$ cat src/design/pvenc_pkg.sv
package pvenc_pkg;

    localparam int unsigned ValW  = 64;
    localparam int unsigned ByteW = 8;
    localparam int unsigned MaxBytes = 9;
    localparam int unsigned BufW  = MaxBytes * ByteW;
    localparam int unsigned CntW  = $clog2(MaxBytes + 1);

    localparam logic [ByteW-1:0] PfxTwo   = 8'h80;
    localparam logic [ByteW-1:0] PfxThree = 8'hC0;
    localparam logic [ByteW-1:0] PfxFour  = 8'hE0;
    localparam logic [ByteW-1:0] PfxWord  = 8'hF0;
    localparam logic [ByteW-1:0] PfxLong  = 8'hF4;
    localparam logic [ByteW-1:0] PfxNeg   = 8'hF8;
    localparam logic [ByteW-1:0] PfxTiny  = 8'hFC;

    typedef logic [CntW-1:0] t_cnt;
    typedef logic [BufW-1:0] t_buf;

endpackage

$ cat src/design/prefix_varint_encoder.sv
// An accepted beat is registered in the input register, then encoded into the output
// buffer once it is empty or its last byte leaves; its first byte is then on the master side.
// Throughput: one output beat per cycle while m_axis_tready is high; a value is 1 to 9
// bytes, and the next value is loaded as the last byte of the previous one leaves.
// Reset (i_rst_n low, synchronous) empties the input register and the output buffer.
module prefix_varint_encoder (
    input  logic        i_clk,
    input  logic        i_rst_n,
    input  logic        s_axis_tvalid,
    output logic        s_axis_tready,
    input  logic [63:0] s_axis_tdata,   // [63:0] value
    output logic        m_axis_tvalid,
    input  logic        m_axis_tready,
    output logic [7:0]  m_axis_tdata,   // [7:0] out_byte
    output logic        m_axis_tlast    // last_byte
);

    logic                   r_in_vld;
    logic [63:0]            r_in_val;
    pvenc_pkg::t_buf        r_sh;
    pvenc_pkg::t_cnt        r_cnt;

    logic                   w_load;
    logic                   w_neg;
    logic [63:0]            w_val;
    logic [31:0]            w_cmp;
    pvenc_pkg::t_buf        w_enc;
    pvenc_pkg::t_cnt        w_len;
    pvenc_pkg::t_buf        n_sh;
    pvenc_pkg::t_cnt        n_cnt;

    assign w_load = r_in_vld &&
                    ((r_cnt == '0) || ((r_cnt == pvenc_pkg::t_cnt'(1)) && m_axis_tready));
    assign s_axis_tready = !r_in_vld || w_load;

    assign m_axis_tvalid = (r_cnt != '0);
    assign m_axis_tdata  = r_sh[pvenc_pkg::BufW-1 -: pvenc_pkg::ByteW];
    assign m_axis_tlast  = (r_cnt == pvenc_pkg::t_cnt'(1));

    assign w_cmp = ~r_in_val[31:0];
    assign w_neg = r_in_val[63] && (r_in_val[63:32] == 32'hFFFF_FFFF);
    assign w_val = w_neg ? {32'd0, w_cmp} : r_in_val;

    always_comb begin
        if (w_val[63:7] == '0) begin
            w_enc = {w_val[7:0], 64'd0};
            w_len = pvenc_pkg::t_cnt'(1);
        end else if (w_val[63:14] == '0) begin
            w_enc = {pvenc_pkg::PfxTwo | w_val[15:8], w_val[7:0], 56'd0};
            w_len = pvenc_pkg::t_cnt'(2);
        end else if (w_val[63:21] == '0) begin
            w_enc = {pvenc_pkg::PfxThree | w_val[23:16], w_val[15:0], 48'd0};
            w_len = pvenc_pkg::t_cnt'(3);
        end else if (w_val[63:28] == '0) begin
            w_enc = {pvenc_pkg::PfxFour | w_val[31:24], w_val[23:0], 40'd0};
            w_len = pvenc_pkg::t_cnt'(4);
        end else if (w_val[63:32] == '0) begin
            w_enc = {pvenc_pkg::PfxWord, w_val[31:0], 32'd0};
            w_len = pvenc_pkg::t_cnt'(5);
        end else begin
            w_enc = {pvenc_pkg::PfxLong, w_val};
            w_len = pvenc_pkg::t_cnt'(9);
        end
    end

    always_comb begin
        n_sh  = r_sh;
        n_cnt = r_cnt;
        if (w_load) begin
            if (w_neg && (w_cmp[31:2] == '0)) begin
                n_sh  = {pvenc_pkg::PfxTiny | {6'd0, w_cmp[1:0]}, 64'd0};
                n_cnt = pvenc_pkg::t_cnt'(1);
            end else if (w_neg) begin
                n_sh  = {pvenc_pkg::PfxNeg, w_enc[pvenc_pkg::BufW-1:pvenc_pkg::ByteW]};
                n_cnt = w_len + pvenc_pkg::t_cnt'(1);
            end else begin
                n_sh  = w_enc;
                n_cnt = w_len;
            end
        end else if (m_axis_tvalid && m_axis_tready) begin
            n_sh  = {r_sh[pvenc_pkg::BufW-pvenc_pkg::ByteW-1:0], 8'd0};
            n_cnt = r_cnt - pvenc_pkg::t_cnt'(1);
        end
    end

    always_ff @(posedge i_clk) begin
        if (!i_rst_n) begin
            r_in_vld <= 1'b0;
            r_cnt    <= '0;
        end else begin
            if (s_axis_tready) begin
                r_in_vld <= s_axis_tvalid;
            end
            r_cnt <= n_cnt;
        end
    end

    always_ff @(posedge i_clk) begin
        if (s_axis_tready && s_axis_tvalid) begin
            r_in_val <= s_axis_tdata;
        end
        r_sh <= n_sh;
    end

endmodule

$ cat config.mk
export PLATFORM = sky130hd
export DESIGN_NAME = prefix_varint_encoder
export DESIGN_NICKNAME = d
export VERILOG_FILES = /design/src/design/pvenc_pkg.sv /design/src/design/prefix_varint_encoder.sv
export SDC_FILE = /design/constraint.sdc
export NUM_CORES = 1
export LEC_CHECK = 0
export BUFFER_PORTS_ARGS = -buffer_cell sky130_fd_sc_hd__buf_2
export CORE_MARGIN = 1
export CORE_UTILIZATION = 55
export CTS_BUF_LIST = sky130_fd_sc_hd__clkbuf_8 sky130_fd_sc_hd__clkbuf_16
export DETAILED_ROUTE_END_ITERATION = 12
export PLACE_DENSITY = 0.75
export RECOVER_POWER = 100
export SYNTH_ARGS = -nofsm -noshare
export SYNTH_HDL_FRONTEND = slang
export SYNTH_SLANG_ARGS = --single-unit
export TNS_END_PERCENT = 10
$ cat constraint.sdc
create_clock -name i_clk -period 8.2 [get_ports i_clk]
set_input_delay 2.46 -clock i_clk [delete_from_list [all_inputs] [get_ports i_clk]]
set_output_delay 2.46 -clock i_clk [all_outputs]
set_load 0.05 [all_outputs]
==> results of run 1 <==
[final cells by class]
| cell class | instances | area, um^2 | share of cell area, % |
|---|---|---|---|
| multi-input cells | 554 | 3605 | 39.63 |
| clock inverters | 14 | 128.9 | 1.417 |
| clock buffers | 17 | 425.4 | 4.677 |
| repair buffers | 92 | 461.7 | 5.076 |
| well taps | 184 | 230.2 | 2.531 |
| inverters | 16 | 60.06 | 0.6603 |
| flip-flops and latches | 141 | 4184 | 46.00 |
[worst max path at each step]
stage	from	endpoint	slack [ns]	cells after the start
final	r_in_val[34]	r_cnt[2]	2.03	11
after detailed placement	m_axis_tready	s_axis_tready	2.63	4
after global placement	m_axis_tready	s_axis_tready	2.67	4
after global routing	r_in_val[34]	r_cnt[2]	1.86	11
after CTS	m_axis_tready	s_axis_tready	2.62	4
after floorplan	m_axis_tready	s_axis_tready	2.74	2
[flip-flops by register name, indices dropped and copies added, names as in the netlist]
name and count:
r_in_val 64, r_sh 72, r_cnt 4, r_in_vld 1
[metal layers]
metal / vias up / part of all wire (%) / global-route usage [%]
met5: - / 0 / 0
met4: 0 / 5.3 / 20.98
met3: 126 / 13 / 10.69
met2: 677 / 43 / 52.68
met1: 3604 / 38 / 50.49
li1: 3219 / - / -
[report_power, final]
group          total [mW]  internal (mW)  switching, mW
logic               0.850          0.291          0.559
clock network       0.730          0.396          0.334
registers            1.39           1.20          0.187
[layout by cell type (no fill, tap or decap), types with 16 or more instances in the layout]
master,Yosys,layout
a21oi_1,39,39
a22o_1,24,24
buf_2,12,66
clkbuf_1,51,17
clkbuf_16,0,17
edfxtp_1,136,136
inv_1,16,16
nand2_1,69,69
nand3_1,26,26
nand4_1,28,28
nor2_1,59,57
nor3_1,22,20
nor4_1,27,27
o211ai_1,16,17
o21ai_0,27,28
[worst max-delay path, stage by stage, from the launching register on]
cell      delay [ns]
edfxtp_1        0.45
nand4_1         0.20
nor4_1          0.60
nand2_1         0.58
a211oi_1        2.23
buf_4           0.59
nand2_1         0.45
o21ai_0         0.33
ha_1            0.23
xnor2_1         0.07
a22oi_1         0.17
o22ai_1         0.12
[metrics by stage]
stage	hold WS, ns	cells	utilization, %	cell area [um^2]
2_1_floorplan	0.4836	789	-	8217
3_3_place_gp	0.5084	987	59.20	8605
3_5_place_dp	0.5176	987	59.20	8605
4_1_cts	0.5333	1018	63.02	9159
5_1_grt	0.5512	1018	62.58	9095
6_report	0.5301	1018	62.58	9095
[logic make-up after synthesis]
kind of cell    share of synthesized area [%]
compound gates                          23.28
buf+inv                                 5.117
fa+ha+maj                              0.6091
flops                                   50.92
simple gates                            16.70
xor+xnor                               0.8528
mux                                     2.512
==> key figures, run 1 <==
Cells and area
  – Diode count: 0
  – Layout area overhead: 10.69%
  – Fill cell count: 1203
  – Nets@finish: 894
  – Layout cells sized above 1: between 10% and 20%

Power
  – Pwr per Cell Area: around 330 nW/um^2
  – Leak: about 3.2 nW
  – Worst vdd ir: just over 200 uV
  – Overall Power: roughly 3 mW

Yosys
  – Area of the mapped netlist: slightly above 8000 um^2
  – Most common cell in the netlist: edfxtp_1
  – Yosys top cell area share: between 40% and 50%
  – Asr flop ratio synth: 0%
  – Number of library cell types mapped by synthesis: 75
  – Synth Net Count: 861
  – Avg Cell Area, Syn: 10.41 um^2
  – Mapped Cells: 789
  – Seq/Total Area, Yosys: 50.92%
  – Leading area contributor after synthesis: edfxtp_1
  – Top cells by area, synth: edfxtp_1 50%, nand2_1 3.2%, nor2_1 2.7%, a22o_1 2.6%, a21oi_1 2.4%
  – Synth cell count leaders: 136 x edfxtp_1, 69 x nand2_1, 59 x nor2_1
  – Number of synthesized flops with an enable pin: 136
  – Yosys warns: 0
  – Seq cells post-synth: ~140
  – Ys flop type: edfxtp_1

GRT
  – Total grt overflow: 0
  – Largest net degree at the start of global routing: 82
  – GRT Total Usage: between 30% and 40%
  – Vias in the first global route: between 7000 and 8000
  – First-pass GRT wire length: roughly 43000 um
  – Initial antenna violation count: 0

STA
  – Max_slew headroom: -124.1%
  – # setup viols final: 0
  – Crit share post-route: between 70% and 80%
  – Hold Vio Cnt, Final: 0
  – Tightest Pin Transition: roughly 3.4 ns
  – Slew Viols, Final: ~250
  – Fmax: 162.1 MHz
  – RSZ-0062 raised after global routing: no
  – Clk_skew: about 0.021 ns
  – Final worst setup slack: between 2 and 2.5 ns
  – Setup TNS: 0 ns
  – Crit path time final: approximately 6.2 ns

Floorplanning
  – Die area: ~15000 um^2
  – Std-Cell Rows: between 40 and 50
  – Initial Util: a little under three fifths
  – Die Wd: 124.2 um
  – Io pins: 79
  – Die Y: 124.2 um
  – Core footprint: between 10000 and 15000 um^2

Drt
  – Routed vias/inst: between 7 and 8
  – DR WL/cell: approximately 28 um
  – Via count: ~7600
  – Residual DRC: 0
  – ANT nets after route: 0
  – Total length of routed wires: approximately 28000 um
  – Drt initial violations: about 1300
  – Drt first pass iters: 6

Outcome
  – Status: finished, violations left
  – Failing checks: capacitance limit, slew limit

Setup path
  – Crit start category: register
  – R2r startpoint: r_in_val[34]
  – Crit path required time: roughly 8.5 ns
  – Reg-to-reg endpoint: r_cnt[2]
  – Worst EP arrival: between 6 and 7 ns
  – Worst Path Max Fanout: 24
  – Reg2Reg Setup Slack: between 2 and 2.5 ns
  – Worst R2R Path Depth: 11
  – Crit. End Element: register
  – CP Class: reg2reg

Placed design
  – Post-DP HPWL: 18720 um
  – IO Port Bufs: between 70 and 80
  – GP Congestion: about 1
  – Dpl ws: around 2.6 ns

Clock network
  – Clock root cell: clkbuf_16
  – Clk slew on worst S/H paths: 0.06 ns
  – H-Tree Level Count: 4
  – Hold_buf cts: 0
  – Post-CTS Setup Inserts: 0
  – CTS tree: yes
  – Clk buf depth: 2
  – CTS sink cnt: ~140
  – Clock latency at the later pin of the worst-skew pair: 0.45 ns
  – PostCTS Resize Cnt: 0
  – CTS Buf Count: 17

Worst hold path
  – Hold Path End: r_sh[20]
  – WHS Path Cells: 2
  – Hold path start: r_sh[12]
  – Tightest Hold Check Type: reg2reg

Flow run
  – Max_cap viols: 5
Note: power is estimated with default switching activity, not from simulation.
==> run 2, diff against run 1 <==
--- a/config.mk
+++ b/config.mk
@@ -5,12 +5,13 @@
 export SDC_FILE = /design/constraint.sdc
 export NUM_CORES = 1
 export LEC_CHECK = 0
+export ABC_AREA = 1
 export BUFFER_PORTS_ARGS = -buffer_cell sky130_fd_sc_hd__buf_2
 export CORE_MARGIN = 1
-export CORE_UTILIZATION = 55
+export CORE_UTILIZATION = 54
 export CTS_BUF_LIST = sky130_fd_sc_hd__clkbuf_8 sky130_fd_sc_hd__clkbuf_16
 export DETAILED_ROUTE_END_ITERATION = 12
-export PLACE_DENSITY = 0.75
+export PLACE_DENSITY = 0.77
 export RECOVER_POWER = 100
 export SYNTH_ARGS = -nofsm -noshare
 export SYNTH_HDL_FRONTEND = slang
==> constraint.sdc (replaced) <==
create_clock -name i_clk -period 4.95 [get_ports i_clk]
set_input_delay 1.485 -clock i_clk [delete_from_list [all_inputs] [get_ports i_clk]]
set_output_delay 1.485 -clock i_clk [all_outputs]
set_load 0.05 [all_outputs]
==> run 2 against run 1 <==
Net effect: the flow finishes with violations (DRC, capacitance limit, slew limit); highest routed layer unchanged; final area increased by 1.5%; critical path depth increased by 6; wire length decreased by 14%; count of clock-buffer cells in the layout unchanged.
==> key figures, run 2 <==
Yosys
  – Synth Net Count: 1046 (+21%)
  – Asr flop ratio synth: 0% (unchanged)
  – Avg Cell Area, Syn: 8.441 um^2 (-19%)
  – Seq cells post-synth: 141 (unchanged)
  – Mapped Cells: 974 (+23%)
  – Yosys warns: 0 (unchanged)
  – Number of library cell types mapped by synthesis: 43 (-43%)
  – Area of the mapped netlist: 8222 um^2 (about the same)
  – Top cells by area, synth: edfxtp_1 50%, nand2_1 15%, nand3_1 6.8%, inv_1 3.5%, o21ai_0 2.6%
  – Seq/Total Area, Yosys: 50.89% (about the same)
  – Synth cell count leaders: 322 x nand2_1, 136 x edfxtp_1, 111 x nand3_1
  – Yosys top cell area share: 49.67% (about the same)
  – Most common cell in the netlist: nand2_1
  – Number of synthesized flops with an enable pin: 136 (unchanged)
  – Leading area contributor after synthesis: edfxtp_1
  – Ys flop type: edfxtp_1

Cells and area
  – Area of the multi-input gates: 3398 um^2 (-5.7%)
  – Register Area: 4184 um^2 (unchanged)
  – Commonest non-fill, non-tap cells in the layout: 321 x nand2_1, 136 x edfxtp_1, 111 x nand3_1
  – Largest regs: r_sh x72, r_in_val x64, r_cnt x4
  – Top reg by flops: r_sh
  – Layout area overhead: 12.31%
  – Max reg flops: 72 (unchanged)
  – Nets@finish: 1100 (+23%)
  – Layout cells sized above 1: 14.51% (-0.84 points)
  – Diode count: 0 (unchanged)
  – Fill cell count: 1237 (+2.8%)
  – Most common cell after layout, fill and taps aside: nand2_1

Worst hold path
  – WHS Path Cells: 2 (unchanged)
  – Hold Path End: r_sh[63]
  – Tightest Hold Check Type: reg2reg
  – Hold path start: r_sh[55]

Clock network
  – CTS tree: yes
  – PostCTS Resize Cnt: 0 (unchanged)
  – Clock root cell: clkbuf_16
  – Clk slew on worst S/H paths: 0.06 ns (about the same)
  – Clock latency at the later pin of the worst-skew pair: 0.43 ns (-0.02 ns)
  – CTS sink cnt: 141 (unchanged)
  – Hold_buf cts: 0 (unchanged)
  – CTS Buf Count: 17 (unchanged)
  – H-Tree Level Count: 4 (unchanged)
  – Clk buf depth: 2 (unchanged)
  – Post-CTS Setup Inserts: 0 (unchanged)

Power
  – Overall Power: 4.985 mW (+68%)
  – Leak: 3.859 nW (+22%)
  – Pwr per Cell Area: 539.9 nW/um^2 (+65%)
  – Worst vdd ir: 361.2 uV (+76%)

STA
  – Max_slew headroom: -87.89% (+36 points)
  – Slew Viols, Final: 33 (-87%)
  – RSZ-0062 raised after global routing: no
  – Hold Vio Cnt, Final: 0 (unchanged)
  – # setup viols final: 0 (unchanged)
  – Crit share post-route: 89.76% (+15 points)
  – Tightest Pin Transition: 2.800 ns (-0.5613 ns)
  – Clk_skew: 0.009180 ns (-0.01220 ns)
  – Fmax: 225.1 MHz (+39%)
  – Setup TNS: 0 ns (unchanged)
  – Crit path time final: 4.443 ns (-1.728 ns)

Setup path
  – CP Class: reg2reg
  – Crit. End Element: register
  – Setup crit start: r_in_val[49]
  – Worst Path Max Fanout: 69 (+190%)
  – Crit start category: register
  – R2r startpoint: r_in_val[49]
  – Worst EP arrival: 4.62 ns (-1.87 ns)
  – Worst R2R Path Depth: 17 (+6)
  – Crit path required time: 5.12 ns (-3.40 ns)
  – Reg2Reg Setup Slack: 0.51 ns (-1.52 ns)
  – Reg-to-reg endpoint: r_sh[62]

Flow run
  – Max_cap viols: 1 (-4)

Drt
  – Residual DRC: 1 (+1)
  – Via count: 7346 (-3.7%)
  – Total length of routed wires: 24020 um (-14%)
  – ANT nets after route: 0 (unchanged)
  – Routed vias/inst: 5.997 (-20%)
  – Drt first pass iters: 12 (+6)
  – DR WL/cell: 19.61 um (-29%)
  – Drt initial violations: 1072 (-17%)

Floorplanning
  – Initial Util: 55.93% (-0.60 points)
  – Die area: 15720 um^2 (+1.9%)
  – Die Y: 125.4 um (+0.94%)
  – Core footprint: 14700 um^2 (+1.1%)
  – Die Wd: 125.4 um (+0.94%)
  – Std-Cell Rows: 44 (unchanged)
  – Io pins: 79 (unchanged)

GRT
  – First-pass GRT wire length: 37310 um (-13%)
  – Vias in the first global route: 6802 (-5.4%)
  – Initial antenna violation count: 0 (unchanged)
  – Total grt overflow: 0 (unchanged)
  – Largest net degree at the start of global routing: 71 (-13%)
  – GRT Total Usage: 31.70% (-5.3 points)

Placed design
  – IO Port Bufs: 78 (unchanged)
  – Post-DP HPWL: 17070 um (-8.8%)
  – GP Congestion: 0.9761 (-1.7%)

Outcome
  – Failing checks: DRC, capacitance limit, slew limit
  – Status: finished, violations left
## run 2: cell count changes after synthesis, sizes merged, moves of 23 or more
cell / change
nand2: +265
nand3: +86
inv: +66
o21ai: +37
clkbuf: -30
a21oi: -25
a22o: -24
nor4: -23
## run 2: cells by family (layout without fill, tap and decap cells)
logic type / after synthesis / count (layout) / synth area share [%]
xor gates and xnor gates: 3 / 3 / 0.3196
and+or+nand+nor: 561 / 561 / 30.82
adders and majority gates: 4 / 4 / 0.6088
DFF: 141 / 141 / 50.89
AOI/OAI and AO/OA: 128 / 128 / 9.496
buffers and inverters: 137 / 204 / 7.868
## run 2: worst max-delay path by stage
stage	to	slack (ns)	cells past startpoint
after floorplan	r_in_val[0]	0.76	7
after global placement	r_sh[62]	1.10	18
after detailed placement	r_sh[62]	1.03	18
after CTS	r_sh[51]	0.98	18
after global routing	r_sh[49]	0.34	17
final	r_sh[62]	0.51	17
## run 2: through the flow
step | hold slack (ns) | setup slack [ns] | util, % | std cells | area, um^2
2_1_floorplan | 0.4848 | 0.7595 | - | 974 | 8225
3_5_place_dp | 0.5149 | 1.030 | 58.66 | 1193 | 8622
4_1_cts | 0.5271 | 0.9750 | 63.05 | 1225 | 9268
3_3_place_gp | 0.5036 | 1.098 | 58.66 | 1193 | 8622
6_report | 0.5234 | 0.5070 | 62.82 | 1225 | 9234
5_1_grt | 0.5507 | 0.3382 | 62.82 | 1225 | 9234
## run 2: metal layers
metal / track usage (%) / up-vias / wire, um
met3: 7.702 / 78 / 2375
met2: 47.19 / 456 / 10550
li1: - / 3442 / -
met1: 42.45 / 3370 / 9764
met5: 0 / - / 0
met4: 18.22 / 0 / 1332
## run 2: where the power goes
part / internal [mW] / switching [mW] / leakage [nW]
logic: 0.390 / 1.05 / 2.19
clock network: 0.894 / 0.511 / 0.313
registers: 1.96 / 0.184 / 1.36
## run 2: area by class of cell
type                            instances  share of cell area [%]
Clock buffer                           17                   4.607
Clock inverter                         15                   2.385
Inverter                               83                   3.388
Multi-Input combinational cell        696                   36.80
Sequential cell                       141                   45.31
Tap cell                              184                   2.493
Timing Repair Buffer                   89                   5.014
## run 2: worst max-delay path, cell delays in order (launching register included)
cell and delay, ns:
edfxtp_1 0.46, nand2_1 0.15, nor2_1 0.07, nand2_1 0.16
nor2_8 0.07, nand2_4 0.53, clkinvlp_2 0.67, nand2_1 0.22
nand4_1 0.11, nor2_1 0.27, nand3_4 0.35, buf_4 0.35
inv_1 0.26, nand2_1 0.09, nand2_1 0.07, o21ai_1 0.13
nand3_1 0.15, nand2_1 0.06
==> run 3, diff against run 2 <==
--- a/config.mk
+++ b/config.mk
@@ -8,10 +8,10 @@
 export ABC_AREA = 1
 export BUFFER_PORTS_ARGS = -buffer_cell sky130_fd_sc_hd__buf_2
 export CORE_MARGIN = 1
-export CORE_UTILIZATION = 54
-export CTS_BUF_LIST = sky130_fd_sc_hd__clkbuf_8 sky130_fd_sc_hd__clkbuf_16
+export CORE_UTILIZATION = 55
 export DETAILED_ROUTE_END_ITERATION = 12
-export PLACE_DENSITY = 0.77
+export MAX_ROUTING_LAYER = met4
+export PLACE_DENSITY = 0.75
 export RECOVER_POWER = 100
 export SYNTH_ARGS = -nofsm -noshare
 export SYNTH_HDL_FRONTEND = slang
==> constraint.sdc (replaced) <==
create_clock -name i_clk -period 5 [get_ports i_clk]
set_input_delay 1.5 -clock i_clk [delete_from_list [all_inputs] [get_ports i_clk]]
set_output_delay 1.5 -clock i_clk [all_outputs]
set_load 0.05 [all_outputs]
==> run 3 against run 2 <==
Net effect: the flow finishes with violations (capacitance limit, slew limit); register-to-register slack improved by 0.08 ns; critical endpoint is now r_sh[24]; global-route usage grew 1.8 points; via count fell by 0.88%; first-iteration DRC count is 13% lower; largest power group unchanged; combinational power is essentially flat; hold slack worse by 0.0050 ns; final area decreased by 1.9%; sequential power hardly changed; setup slack improved by 0.077 ns; critical path depth is 2 lower.
==> key figures, run 3 (same netlist as run 2, synthesis figures left out) <==
Setup path
  – R2r startpoint: r_in_val[42]
  – Worst R2R Path Depth: 15 (-2)
  – Crit path cell chain: nand2_1 -> nor2_1 -> nand2_1 -> nor2_4 -> nand2_4 -> o41ai_1 -> nand2_1 -> nor2_4 -> nand2_4 -> inv_1 -> clkbuf_1 -> nand4_1 -> nand2_1 -> nand2_1 -> o211ai_1
  – Crit path required time: 5.25 ns (+0.13 ns)
  – Reg-to-reg endpoint: r_sh[24]
  – Crit start category: register
  – Largest stage delay, worst path: 1.00 ns (+0.33 ns)
  – Slowest cell on crit path: clkbuf_1
  – Crit. End Element: register
  – Crit path top cell by count: nand2_1
  – Worst Path Max Fanout: 69 (unchanged)
  – CP Class: reg2reg
  – Worst EP arrival: 4.66 ns (+0.04 ns)
  – Reg2Reg Setup Slack: 0.58 ns (+0.08 ns)

Floorplanning
  – Die area: 15440 um^2 (-1.8%)
  – Std-Cell Rows: 44 (unchanged)
  – Die Wd: 124.3 um (-0.90%)
  – Io pins: 79 (unchanged)
  – Die Y: 124.3 um (-0.90%)
  – Core footprint: 14530 um^2 (-1.1%)
  – Initial Util: 56.57% (+0.64 points)

Clock network
  – Hold_buf cts: 0 (unchanged)
  – CTS sink cnt: 141 (unchanged)
  – Clk slew on worst S/H paths: 0.06 ns (about the same)
  – PostCTS Resize Cnt: 0 (unchanged)
  – Clock latency at the later pin of the worst-skew pair: 0.43 ns (about the same)
  – CTS Buf Count: 17 (unchanged)
  – Clk buf depth: 2 (unchanged)
  – CTS tree: yes
  – H-Tree Level Count: 4 (unchanged)
  – Post-CTS Setup Inserts: 0 (unchanged)
  – Clock root cell: clkbuf_16

GRT
  – Vias in the first global route: 6713 (-1.3%)
  – Met3 Usage GRT: 8.806% (+1.1 points)
  – Total grt overflow: 0 (unchanged)
  – Busiest grt layer: met2
  – Largest net degree at the start of global routing: 71 (unchanged)
  – GRT Total Usage: 33.53% (+1.8 points)
  – Met1 usage: 44.56% (+2.1 points)
  – First-pass GRT wire length: 37900 um (+1.6%)
  – Initial antenna violation count: 0 (unchanged)
  – Met2 GRT Util: 47.61% (+0.42 points)

Cells and area
  – Max reg flops: 72 (unchanged)
  – Most common cell after layout, fill and taps aside: nand2_1
  – Largest regs: r_sh x72, r_in_val x64, r_cnt x4
  – Diode count: 0 (unchanged)
  – Nets@finish: 1098 (-0.18%)
  – Top reg by flops: r_sh
  – Layout area overhead: 10.20%
  – Layout cells sized above 1: 14.05% (-0.45 points)
  – Commonest non-fill, non-tap cells in the layout: 321 x nand2_1, 136 x edfxtp_1, 112 x nand3_1

STA
  – RSZ-0062 raised after global routing: no
  – Tightest Pin Transition: 1.684 ns (-1.116 ns)
  – Crit path time final: 4.416 ns (-0.02684 ns)
  – Minimum hold slack: 0.5183 ns (-0.005034 ns)
  – Setup TNS: 0 ns (unchanged)
  – Max_slew headroom: -12.24% (+76 points)
  – Hold Vio Cnt, Final: 0 (unchanged)
  – Clk_skew: 0.007213 ns (-0.001967 ns)
  – # setup viols final: 0 (unchanged)
  – Fmax: 226.4 MHz (+0.61%)
  – Crit share post-route: 88.32% (-1.4 points)
  – Slew Viols, Final: 132 (+300%)

Drt
  – Via count: 7281 (-0.88%)
  – Routed vias/inst: 5.953 (-0.72%)
  – ANT nets after route: 0 (unchanged)
  – DR WL/cell: 20.05 um (+2.2%)
  – Total length of routed wires: 24520 um (+2.1%)
  – Residual DRC: 0 (-1)
  – Drt initial violations: 930 (-13%)
  – Drt first pass iters: 6 (-6)

Power
  – Pwr per Cell Area: 514.4 nW/um^2 (-4.7%)
  – Worst vdd ir: 268.7 uV (-26%)
  – Leak: 3.772 nW (-2.3%)

Placed design
  – IO Port Bufs: 78 (unchanged)
  – Post-DP HPWL: 17580 um (+3.0%)
  – GP Congestion: 1.020 (+4.5%)

Worst hold path
  – Tightest Hold Check Type: reg2reg
  – Hold path start: r_sh[15]
  – WHS Path Cells: 2 (unchanged)
  – Hold Path End: r_sh[23]

Outcome
  – Status: finished, violations left
  – Failing checks: capacitance limit, slew limit

Flow run
  – Max_cap viols: 2 (+1)
==> run 3: cell types whose count changed in the layout (fill, tap and decap cells not counted), moves of 2 or more <==
| cell | change |
|---|---|
| buf_4 | -3 |
| bufinv_16 | -5 |
| clkbuf_2 | +2 |
| clkinv_1 | +4 |
| clkinv_2 | +4 |
| clkinvlp_4 | +2 |
| inv_1 | -4 |
| inv_6 | -3 |
==> run 3: per-layer routing <==
metal / share of wire, % / routed length (um)
met1: 41 / 9954
met2: 44 / 10690
met5: 0 / 0
met4: 4.8 / 1167
met3: 11 / 2705
==> run 3: cell type report <==
class                      count  area (um^2)
sequential                   141         4184
inverter                      83        312.8
clock inverter                13        77.57
fill                        1309         5474
multi-input combinational    696         3391
tap                          184        230.2
clock buffer                  19        432.9
timing repair buffer          87        431.7
==> run 3: metrics by stage <==
| stage | power [mW] | utilization, % | area, um^2 | setup WS [ns] | std cells |
|---|---|---|---|---|---|
| 2_1_floorplan | 3.147 | - | 8225 | 0.8095 | 974 |
| 3_3_place_gp | 3.524 | 59.13 | 8594 | 1.105 | 1191 |
| 3_5_place_dp | 3.554 | 59.13 | 8594 | 1.047 | 1191 |
| 4_1_cts | 4.655 | 62.65 | 9105 | 1.017 | 1223 |
| 5_1_grt | 4.896 | 62.34 | 9060 | 0.3078 | 1223 |
| 6_report | 4.660 | 62.34 | 9060 | 0.5838 | 1223 |
==> run 3: how the worst max path moves through the flow <==
stage	from	end	slack [ns]
after floorplan	r_cnt[1]	r_in_val[0]	0.81
after global placement	r_in_val[35]	r_cnt[2]	1.10
after detailed placement	r_in_val[39]	r_cnt[2]	1.05
after CTS	r_in_val[41]	r_cnt[2]	1.02
after global routing	r_in_val[41]	r_sh[52]	0.31
final	r_in_val[42]	r_sh[24]	0.58
==> run 3: power by group <==
group | total, mW | internal, mW | switching (mW)
logic | 1.42 | 0.381 | 1.04
registers | 2.13 | 1.95 | 0.181
clock network | 1.11 | 0.622 | 0.490
==> run 3: worst max-delay path: cells and delay by family, from the launching register on <==
kind	cells	cell delay [ns]
and+or+nand+nor	11	2.11
buffers and inverters	2	1.34
DFF	1	0.39
AOI/OAI and AO/OA	2	0.34
